**src/sv/ssaa_pkg.sv**
```systemverilog
// Shared types and constants for the supersampling box downsampler.
// Used by the controller, the datapath and the top level; no dependencies.
package ssaa_pkg;

  localparam int MAX_FACTOR    = 8;
  localparam int MAX_OUT_WIDTH = 1024;

  localparam int FACTOR_W = 4;
  localparam int WIDTH_W  = 11;
  localparam int COL_W    = $clog2(MAX_OUT_WIDTH);
  localparam int SUB_W    = $clog2(MAX_FACTOR);
  localparam int CHAN_W   = 8;
  localparam int SUM_W    = 14;
  localparam int N2_W     = 8;
  localparam int RAM_W    = 7 * SUM_W;
  localparam int DIV_NUM_W = 24;
  localparam int STEP_W   = 5;
  localparam int DATA_W   = 32;
  localparam int ADDR_W   = 3;

  localparam logic [STEP_W-1:0] DIV_LAST_STEP = STEP_W'(DIV_NUM_W - 1);
  localparam logic [9:0]        HOLD_SCALE    = 10'd1000;
  localparam logic [CHAN_W-1:0] ALPHA_OPAQUE  = 8'd255;

  // Register select is the word address bit.
  localparam logic REG_FACTOR    = 1'b0;
  localparam logic REG_OUT_WIDTH = 1'b1;

  localparam logic [1:0] CH_ALPHA = 2'd3;

  typedef struct packed {
    logic       take;
    logic       prod;
    logic       sum;
    logic       classify;
    logic       div_load;
    logic       div_step;
    logic       div_store;
    logic       out_load;
    logic [1:0] chan;
  } ctrl_cmd_t;

  typedef struct packed {
    logic last;
    logic out_free;
  } ctrl_status_t;

endpackage

```
**src/sv/ssaa_ctrl.sv**
```systemverilog
// Sequencer for the downsampler: accept, accumulate, classify, divide, emit.
// Depends on ssaa_pkg.
module ssaa_ctrl (
  input  logic                  clk,
  input  logic                  rst,
  input  logic                  in_valid,
  output logic                  in_stall,
  input  ssaa_pkg::ctrl_status_t status,
  output ssaa_pkg::ctrl_cmd_t    cmd
);

  typedef enum logic [2:0] {
    S_IDLE, S_PROD, S_SUM, S_CLASS, S_DLOAD, S_DRUN, S_DNEXT, S_OUT
  } state_t;

  state_t                    state, state_next;
  logic [1:0]                chan, chan_next;
  logic [ssaa_pkg::STEP_W-1:0] step, step_next;

  assign in_stall = (state != S_IDLE);

  always_comb begin
    state_next = state;
    chan_next  = chan;
    step_next  = step;
    cmd        = '0;
    cmd.chan   = chan;
    case (state)
      S_IDLE: begin
        if (in_valid) begin
          cmd.take   = 1'b1;
          state_next = S_PROD;
        end
      end
      S_PROD: begin
        cmd.prod   = 1'b1;
        state_next = S_SUM;
      end
      S_SUM: begin
        cmd.sum    = 1'b1;
        state_next = status.last ? S_CLASS : S_IDLE;
      end
      S_CLASS: begin
        cmd.classify = 1'b1;
        chan_next    = 2'd0;
        state_next   = S_DLOAD;
      end
      S_DLOAD: begin
        cmd.div_load = 1'b1;
        step_next    = '0;
        state_next   = S_DRUN;
      end
      S_DRUN: begin
        cmd.div_step = 1'b1;
        step_next    = step + 1'b1;
        if (step == ssaa_pkg::DIV_LAST_STEP) begin
          state_next = S_DNEXT;
        end
      end
      S_DNEXT: begin
        cmd.div_store = 1'b1;
        if (chan == ssaa_pkg::CH_ALPHA) begin
          state_next = S_OUT;
        end else begin
          chan_next  = chan + 1'b1;
          state_next = S_DLOAD;
        end
      end
      S_OUT: begin
        if (status.out_free) begin
          cmd.out_load = 1'b1;
          state_next   = S_IDLE;
        end
      end
      default: state_next = S_IDLE;
    endcase
  end

  always_ff @(posedge clk) begin
    if (rst) begin
      state <= S_IDLE;
      chan  <= '0;
      step  <= '0;
    end else begin
      state <= state_next;
      chan  <= chan_next;
      step  <= step_next;
    end
  end

endmodule

```
**config.mk**
```make
export PLATFORM = sky130hd
export DESIGN_NAME = ssaa_ctrl
export DESIGN_NICKNAME = d
export VERILOG_FILES = /design/src/sv/ssaa_pkg.sv /design/src/sv/ssaa_ctrl.sv
export SDC_FILE = /design/constraint.sdc
export NUM_CORES = 1
export LEC_CHECK = 0
export ABC_AREA = 1
export BUFFER_PORTS_ARGS = -buffer_cell sky130_fd_sc_hd__buf_4
export CORE_UTILIZATION = 44
export CTS_CLUSTER_SIZE = 30
export DETAILED_ROUTE_END_ITERATION = 7
export PLACE_DENSITY_LB_ADDON = 0.05
export SLEW_MARGIN = 20
export SYNTH_ARGS = -nofsm -noshare
export SYNTH_HDL_FRONTEND = slang
export SYNTH_SLANG_ARGS = --single-unit
```
**constraint.sdc**
```tcl
create_clock -name clk -period 1.3 [get_ports clk]
set_clock_uncertainty 0.2 [all_clocks]
set_input_delay 0.065 -clock clk [delete_from_list [all_inputs] [get_ports clk]]
set_output_delay 0.065 -clock clk [all_outputs]
set_load 0.02 [all_outputs]
```
==> impl_metrics.tcl, run 1 <==
set metrics [dict create \
    crit_family "flip-flops" \
    arrival_ps 1140 \
    netlist.area_leader.share_pct 32.5 \
    synth_edf_count 0 \
    reg2reg_to "state[1]" \
    cp_num_cells 4 \
    fin_tns_setup_ps -693 \
    ys_seq_area_share_pct 32.5 \
    grt_pass1_vias 525 \
    worstMarginPinSlew_ps 225 \
    dpl_cell_area_um2 783 \
    area_growth_pct 67.7 \
    num_vias 686 \
    fillers 94 \
    worst_setup_path_start_kind "flop" \
    cp_max_fo 7 \
    antenna_found_initial 0 \
    yosysWarningCount 0 \
    fin_area_um2 1030 \
    hpwl_um 989 \
    synthTopCellsByArea "dfxtp_1, nand2_1, inv_1" \
    viasPerCell 5.01 \
    period_needed_ps 1400 \
    path_cells "nor2_4 -> nand2_2 -> nor2_1 -> buf_4" \
    relSlewSlack_pct 84.9 \
    path_clk_slew_ps 70 \
    worst_setup_path_end_kind "output port" \
    start_util_pct 47.3 \
    crit_path_start "state[0]" \
    critPathSlowestCell "dfxtp_4" \
    synth_cell_types 20 \
    fmax_mhz 713 \
    tritoncts "done" \
    endpoint "cmd[9]" \
    setup_slack_ps -103 \
    grtUsageTotal_pct 21.0 \
    ys_ff_latch 10 \
    hold_class "in -> reg" \
    async_flop_share_pct 0 \
    pin_count 16 \
    reg2regPathDepth 6 \
    hold_slack_ps 30.5 \
    die_h_um 39.4 \
    die-width_um 39.4 \
    clockBufferDepth 2 \
    rows 13 \
    max_cap_viol_count 0 \
    avgSynthCellArea_um2 6.92 \
    synth_area_leader_cell "dfxtp_1" \
    dieArea_um2 1550 \
    initialDrtViolationCount 18 \
    crit-reg2reg-launch "state[2]" \
    powerDensity_nw_per_um2 1120 \
    synth_fp_nets 96 \
    worstPathRequired_ps 1030 \
    violations "setup timing" \
    critPathKind "reg -> out" \
    gp_congestion 0.721 \
    finalHoldViolations 0 \
    routedWlPerCell_um 12.7 \
    p_leak_nw 0.514 \
    numCtsBuffers 3 \
    port_buffers 15 \
    final_net_count 130 \
    r2r_slack_ps -90 \
    root_buffer "clkbuf_4" \
    grt_pass1_wl_mm 2.15 \
    synth_common_cells "nand2_1, inv_1, nor2_1" \
    ant_nets 0 \
    layout-drive-gt1-share_pct 51.6 \
    syn-cell-area_um2 616 \
    drtPass1Iterations 4 \
    grt_max_degree 9 \
    ys.flop_type "dfxtp_1" \
    rsz0062_at_grt "true" \
    drt-total-wl_mm 1.74 \
    critPathMaxStageDelay_ps 390 \
    netlist_instances 89 \
    cts_htree_levels 1 \
    crit_buf_inv 1 \
    antenna_cells 0 \
    vdd_drop_max_v 0.000763 \
    yosysMostFrequentCell "nand2_1" \
    status "finished with violations" \
    clkLatencyLatePin_ps 280 \
    drc 0 \
    core_um2 1300 \
    setup_viol 12 \
    overflow 0 \
    cts.sinks 10 \
    slew_viol_final 0 \
    period_share_pct 108 \
]
## flip-flops by register name (all words and copies together), names as in the netlist
signal,count
step,5
state,3
chan,2
## per-stage QoR
step | std cells | utilization (%) | power, W | worst slack, ps
floorplan | 89 | - | 0.000581 | 3.86
global placement | 121 | 60.2 | 0.000707 | -27.3
detailed placement | 121 | 60.2 | 0.000708 | -50.3
CTS | 132 | 72.4 | 0.00107 | -95.6
global route | 137 | 79.3 | 0.00121 | -153
finish | 137 | 79.3 | 0.00116 | -103
## timing repair
item | in CTS | in global routing
pin swaps | 3 | 3
hold buffers | 2 | 0
endpoints found under the setup margin | 13 | 13
gates resized for setup | 23 | 15
hold endpoints to repair | 10 | 0
setup buffers | 5 | 5
## placed cells by master, fill, tap and decap left out, types with 3 or more instances in the layout
cell | netlist | routed
nand2_1 | 15 | 10
nor3_2 | 3 | 3
nand2_2 | 1 | 3
buf_4 | 0 | 21
a21oi_1 | 7 | 7
nand4_1 | 3 | 3
nand3_1 | 9 | 8
dfxtp_4 | 0 | 3
inv_2 | 2 | 3
inv_1 | 14 | 10
dfxtp_1 | 10 | 5
buf_6 | 0 | 6
nand3_2 | 2 | 3
clkbuf_4 | 0 | 3
nand2_4 | 1 | 4
nor2_1 | 11 | 11
## cell type report
type / instances / area (um2) / share of cell area [%]
multi-input combinational: 61 / 419 / 40.6
timing repair buffer: 30 / 265 / 25.7
sequential: 10 / 214 / 20.7
inverter: 17 / 78.8 / 7.64
clock buffer: 4 / 36.3 / 3.52
tap: 15 / 18.8 / 1.82
## per-layer routing
layer  up-vias  GRT usage, %  share of wire [%]
li1        358             -                  -
met1       306          25.4                 44
met2        15          33.6                 52
met3         7          3.41                2.5
met4         0          13.8                2.0
met5         -             0                  0
## power breakdown
part / internal, W / switching (W) / total, W
Clock: 0.000170 / 0.000128 / 0.000299
Sequential: 0.000335 / 0.0000513 / 0.000386
Combinational: 0.000207 / 0.000267 / 0.000474
## worst min path at each step
stage	end	from	slack (ps)	cells after the start
3_3_place_gp	step[0]	rst	110	2
6_report	state[2]	status[0]	30	4
2_1_floorplan	chan[0]	rst	-70	1
3_5_place_dp	step[1]	rst	110	2
4_1_cts	state[2]	status[0]	20	4
5_1_grt	state[2]	status[0]	80	4
## cell families after synthesis
group                      count (synthesis)  share of synthesized area, %
and+or+nand+nor                           50                          43.7
DFF                                       10                          32.5
AOI/OAI and AO/OA                          9                          7.72
adders and majority gates                  2                          4.06
buffers and inverters                     18                          12.0
## worst register-to-register path: cells and delay by family (launching register included)
family                 cells  cell delay (ps)
flip-flops                 1              360
AND/OR/NAND/NOR            4              440
buffers and inverters      2              290
No activity file was read; power rests on OpenSTA's default activity.
==> run 2: changes to the inputs <==
--- a/config.mk
+++ b/config.mk
@@ -5,7 +5,6 @@
 export SDC_FILE = /design/constraint.sdc
 export NUM_CORES = 1
 export LEC_CHECK = 0
-export ABC_AREA = 1
 export BUFFER_PORTS_ARGS = -buffer_cell sky130_fd_sc_hd__buf_4
 export CORE_UTILIZATION = 44
 export CTS_CLUSTER_SIZE = 30
==> impl_metrics.tcl, run 2 <==
set metrics [dict create \
    p_seq_share_pct 35.1 \
    layout-drive-gt1-share_pct 53.4 \
    ys.flop_type "dfxtp_1" \
    ant_nets 0 \
    avgSynthCellArea_um2 7.84 \
    power_frac_clock_pct 23.7 \
    synth_cell_types 34 \
    area_growth_pct 86.9 \
    synth_area_leader_cell "dfxtp_1" \
    p_sw_share_pct 35.5 \
    netlist.area_leader.share_pct 32.7 \
    period_needed_ps 1560 \
    worst_setup_path_start_kind "flop" \
    final_util_pct 87.9 \
    pin_count 16 \
    synth_common_cells "dfxtp_1, nor2_1, inv_1, nand2_1, a21oi_1" \
    cts.sinks 10 \
    die_h_um 39.3 \
    drc 0 \
    final_net_count 126 \
    setup_slack_ps -262 \
    dieArea_um2 1540 \
    core_um2 1300 \
    initialDrtViolationCount 45 \
    synthTopCellsByArea "dfxtp_1, nor2_1, a21oi_1" \
    ys_ff_latch 10 \
    final_common_cell "buf_4" \
    arrival_ps 1300 \
    rsz0062_at_grt "true" \
    gp_congestion 0.699 \
    antenna_found_initial 0 \
    grtUsageTotal_pct 25.5 \
    vdd_drop_max_v 0.000706 \
    num_vias 786 \
    clkLatencyLatePin_ps 280 \
    total_power_w 0.00101 \
    max_cap_viol_count 0 \
    cts_htree_levels 1 \
    syn-cell-area_um2 612 \
    slew_viol_final 0 \
    hold_class "reg -> reg" \
    finalHoldViolations 0 \
    cp_max_fo 5 \
    grt_pass1_wl_mm 2.49 \
    power_switching_w 0.000357 \
    path_clk_slew_ps 80 \
    antenna_cells 0 \
    largest_reg_flops 5 \
    async_flop_share_pct 0 \
    yosysWarningCount 0 \
    stdcell_count 133 \
    viasPerCell 5.91 \
    regMostFlops "step" \
    hold_slack_ps 331 \
    worst_setup_path_end_kind "output port" \
    start_util_pct 47.0 \
    synth_edf_count 0 \
    grt_max_degree 11 \
    root_buffer "clkbuf_4" \
    overflow 0 \
    place_inst 119 \
    fin_area_um2 1140 \
    synth_fp_nets 85 \
    violations "setup timing" \
    period_share_pct 120 \
    final_cell_mix "buf_4, buf_6, nand2_1" \
    numCtsBuffers 3 \
    critPathKind "reg -> out" \
    power_frac_comb_pct 41.2 \
    intPower_w 0.000649 \
    die-width_um 39.3 \
    setup_viol 15 \
    port_buffers 15 \
    netlist_instances 78 \
    ys_seq_area_share_pct 32.7 \
    fmax_mhz 640 \
    worstMarginPinSlew_ps 222 \
    status "finished with violations" \
    hpwl_mm 1.07 \
    relSlewSlack_pct 85.1 \
    dpl_cell_area_um2 867 \
    powerDensity_nw_per_um2 880 \
    drtPass1Iterations 4 \
    clockBufferDepth 2 \
    top_regs "step (5), state (3), chan (2)" \
    routedWlPerCell_um 17.3 \
    tritoncts "done" \
    drt-total-wl_mm 2.30 \
    worstPathRequired_ps 1030 \
    yosysMostFrequentCell "dfxtp_1" \
    grt_pass1_vias 585 \
    rows 13 \
    p_leak_nw 0.517 \
]
==> run 2: kinds of logic (layout without fill, tap and decap cells) <==
logic type / after synthesis / count (layout) / share of synthesized area, %
compound gates: 19 / 19 / 20.9
fa+ha+maj: 2 / 2 / 4.09
buf+inv: 10 / 50 / 7.56
flops: 10 / 10 / 32.7
mux: 1 / 1 / 1.64
simple gates: 36 / 36 / 33.1
==> run 2: repair_timing <==
item / 4_1_cts / 5_1_grt
hold buffers: 4 / 0
pin swaps: 2 / 8
hold endpoints to repair: 9 / 0
endpoints found under the setup margin: 17 / 17
buffers inserted: 5 / 1
cloned: 0 / 0
resized for setup: 19 / 25
==> run 2: worst max-delay path, stage by stage, from the launching register on <==
cell	delay [ps]
dfxtp_4	370
or3_4	410
nor2_4	110
buf_6	130
==> run 2: power by group through the flow <==
| stage | logic, W | clock network (W) | registers [W] |
|---|---|---|---|
| finish | 0.000415 | 0.000238 | 0.000353 |
| CTS | 0.000331 | 0.000235 | 0.000343 |
| floorplan | 0.000166 | 0 | 0.000345 |
| detailed placement | 0.000277 | 0 | 0.000346 |
| global placement | 0.000274 | 0 | 0.000346 |
| global route | 0.000433 | 0.000255 | 0.000356 |
==> run 2: per-layer routing <==
| metal | global-route usage (%) | vias to the layer above | part of all wire, % |
|---|---|---|---|
| li1 | - | 358 | - |
| met1 | 25.2 | 371 | 39 |
| met2 | 49.2 | 51 | 52 |
| met3 | 6.82 | 6 | 8.0 |
| met4 | 10.3 | 0 | 1.3 |
| met5 | 0 | - | 0 |
==> run 2: path summary, 6_finish.rpt <==
| path | slack [ps] | to | cells after the start | from |
|---|---|---|---|---|
| worst max-delay path | -260 | cmd[9] | 3 | state[1] |
| worst min-delay path | 330 | step[2] | 2 | step[2] |
| worst max register to register | -140 | state[1] | 6 | state[2] |
| worst min register to register | 330 | step[2] | 2 | step[2] |
==> run 2: metrics by stage <==
| step | TNS [ps] | setup WS, ps |
|---|---|---|
| floorplan | -159 | -80.8 |
| global placement | -301 | -70.7 |
| detailed placement | -340 | -74.8 |
| CTS | -1830 | -217 |
| global route | -2570 | -289 |
| finish | -2100 | -262 |
==> run 2: layout make-up <==
cell class	count	area, um2
clock buffers	3	22.5
clock inverters	1	3.75
fillers	67	158
inverters	6	25.0
multi-input cells	58	474
flip-flops and latches	10	221
well taps	15	18.8
repair buffers	40	378
==> run 3: changes to the inputs <==
--- a/config.mk
+++ b/config.mk
@@ -5,10 +5,12 @@
 export SDC_FILE = /design/constraint.sdc
 export NUM_CORES = 1
 export LEC_CHECK = 0
-export BUFFER_PORTS_ARGS = -buffer_cell sky130_fd_sc_hd__buf_4
-export CORE_UTILIZATION = 44
+export ABC_AREA = 1
+export CORE_AREA = 2 2 39 41
 export CTS_CLUSTER_SIZE = 30
 export DETAILED_ROUTE_END_ITERATION = 7
+export DIE_AREA = 0 0 41 43
+export DONT_BUFFER_PORTS = 1
 export PLACE_DENSITY_LB_ADDON = 0.05
 export SLEW_MARGIN = 20
 export SYNTH_ARGS = -nofsm -noshare
==> impl_metrics.tcl, run 3 (synthesis results as in run 1) <==
set metrics [dict create \
    status "finished with violations" \
    violations "setup timing" \
    intPower_w 0.000719 \
    critPathKind "reg -> out" \
    antenna_found_initial 0 \
    setup_viol 12 \
    largest_reg_flops 5 \
    cts.sinks 10 \
    grtUsageTotal_pct 20.6 \
    max_cap_viol_count 0 \
    total_power_w 0.00116 \
    worst_setup_path_end_kind "output port" \
    gp_congestion 0.691 \
    dieArea_um2 1760 \
    r2r_slack_ps -70 \
    core_um2 1380 \
    final_cell_mix "buf_4, nand2_1, inv_1" \
    power_switching_w 0.000436 \
    rows 14 \
    relSlewSlack_pct 74.8 \
    die_h_um 43 \
    tritoncts "done" \
    clockBufferDepth 2 \
    final_common_cell "buf_4" \
    place_inst 116 \
    routedWlPerCell_um 13.0 \
    powerDensity_nw_per_um2 1130 \
    grt_pass1_wl_mm 2.39 \
    die-width_um 41 \
    path_cells "buf_6 -> buf_6 -> nor3_2 -> buf_4" \
    hold_path_startpoint "step[2]" \
    holdPathEnd "step[2]" \
    start_util_pct 44.5 \
    initialDrtViolationCount 11 \
    reg2regPathDepth 7 \
    drt-total-wl_mm 1.75 \
    whs_path_depth 2 \
    finalHoldViolations 0 \
    antenna_cells 0 \
    p_leak_nw 0.473 \
    reg2reg_to "step[4]" \
    worstMarginPinSlew_ps 377 \
    final_net_count 126 \
    area_growth_pct 66.1 \
    worstPathRequired_ps 1030 \
    clkLatencyLatePin_ps 280 \
    ant_nets 0 \
    num_vias 670 \
    grt_pass1_vias 619 \
    worst_setup_path_start_kind "flop" \
    path_clk_slew_ps 70 \
    crit-reg2reg-launch "state[0]" \
    period_needed_ps 1400 \
    critPathMaxStageDelay_ps 340 \
    root_buffer "clkbuf_4" \
    drc 0 \
    fillers 106 \
    viasPerCell 5.00 \
    vdd_drop_max_v 0.000940 \
    hold_class "reg -> reg" \
    grt_max_degree 8 \
    power_frac_comb_pct 41.8 \
    regMostFlops "step" \
    cp_max_fo 5 \
    setup_slack_ps -95.5 \
    overflow 0 \
    cts_htree_levels 1 \
    rsz0062_at_grt "true" \
    numCtsBuffers 3 \
    timing.critical_path.mode_cell "buf_6" \
    arrival_ps 1130 \
    drtPass1Iterations 3 \
    period_share_pct 107 \
    layout-drive-gt1-share_pct 55.9 \
    pin_count 16 \
    power_frac_clock_pct 25.4 \
    fmax_mhz 717 \
    p_seq_share_pct 32.8 \
    top_regs "step (5), state (3), chan (2)" \
    critPathSlowestCell "dfxtp_2" \
    port_buffers 0 \
    hpwl_mm 1.06 \
    slew_viol_final 0 \
    stdcell_count 134 \
    p_sw_share_pct 37.7 \
]
-- run 3: cell count changes in the layout (fill, tap and decap cells not counted), moves of 4 or more --
cell     change
buf_4        -4
nand2_2      +6
buf_6        -9
nand3_1      +5
inv_1        +5
-- run 3: repair_timing --
item	in CTS	in global routing
pin swaps	2	7
hold buffers	4	0
gates resized for setup	23	23
endpoints found under the hold margin	10	0
setup buffers	6	4
endpoints found under the setup margin	13	15
-- run 3: worst max-delay path, delay by kind of cell, from the launching register on --
kind / cells / cell delay, ps
and+or+nand+nor: 1 / 100
DFF: 1 / 340
buffers and inverters: 3 / 410
-- run 3: how the worst max path moves through the flow --
stage | start | endpoint | slack [ps]
2_1_floorplan | state[0] | cmd[9] | 4
3_3_place_gp | step[0] | state[0] | -20
3_5_place_dp | step[0] | state[0] | -40
4_1_cts | state[2] | cmd[7] | -80
5_1_grt | state[2] | cmd[7] | -130
6_report | state[2] | cmd[7] | -100
-- run 3: final cells by class --
| class | instances | area [um2] | share of cell area, % |
|---|---|---|---|
| repair buffers | 26 | 231 | 22.6 |
| flip-flops and latches | 10 | 211 | 20.7 |
| well taps | 16 | 20.0 | 1.96 |
| clock buffers | 4 | 36.3 | 3.55 |
| inverters | 17 | 76.3 | 7.47 |
| multi-input cells | 61 | 447 | 43.7 |
-- run 3: metal layers --
metal  vias to the layer above  part of all wire [%]  track usage (%)
met3                         5                   2.5             3.14
met1                       304                    42             22.6
met4                         0                   2.2             12.0
met5                         -                     0                0
li1                        348                     -                -
met2                        13                    53             34.7
-- run 3: power groups by stage --
stage                     combinational (W)  sequential [W]  clock, W
after global routing               0.000519        0.000382  0.000307
after detailed placement           0.000312        0.000368         0
after global placement             0.000311        0.000367         0
after CTS                          0.000365        0.000382  0.000295
final                              0.000483        0.000379  0.000294
after floorplan                    0.000215        0.000366         0
-- run 3: stage by stage --
step	hold slack [ps]	util (%)	setup TNS, ps	setup slack [ps]	area, um2
final	353	73.9	-600	-95.5	1020
after global routing	377	73.9	-1210	-133	1020
after CTS	316	65.7	-385	-78.5	910
after detailed placement	-61.9	52.5	-44.1	-37.6	727
after global placement	-62.5	52.5	-44.3	-24.0	727
after floorplan	-65.9	-	0	3.86	622
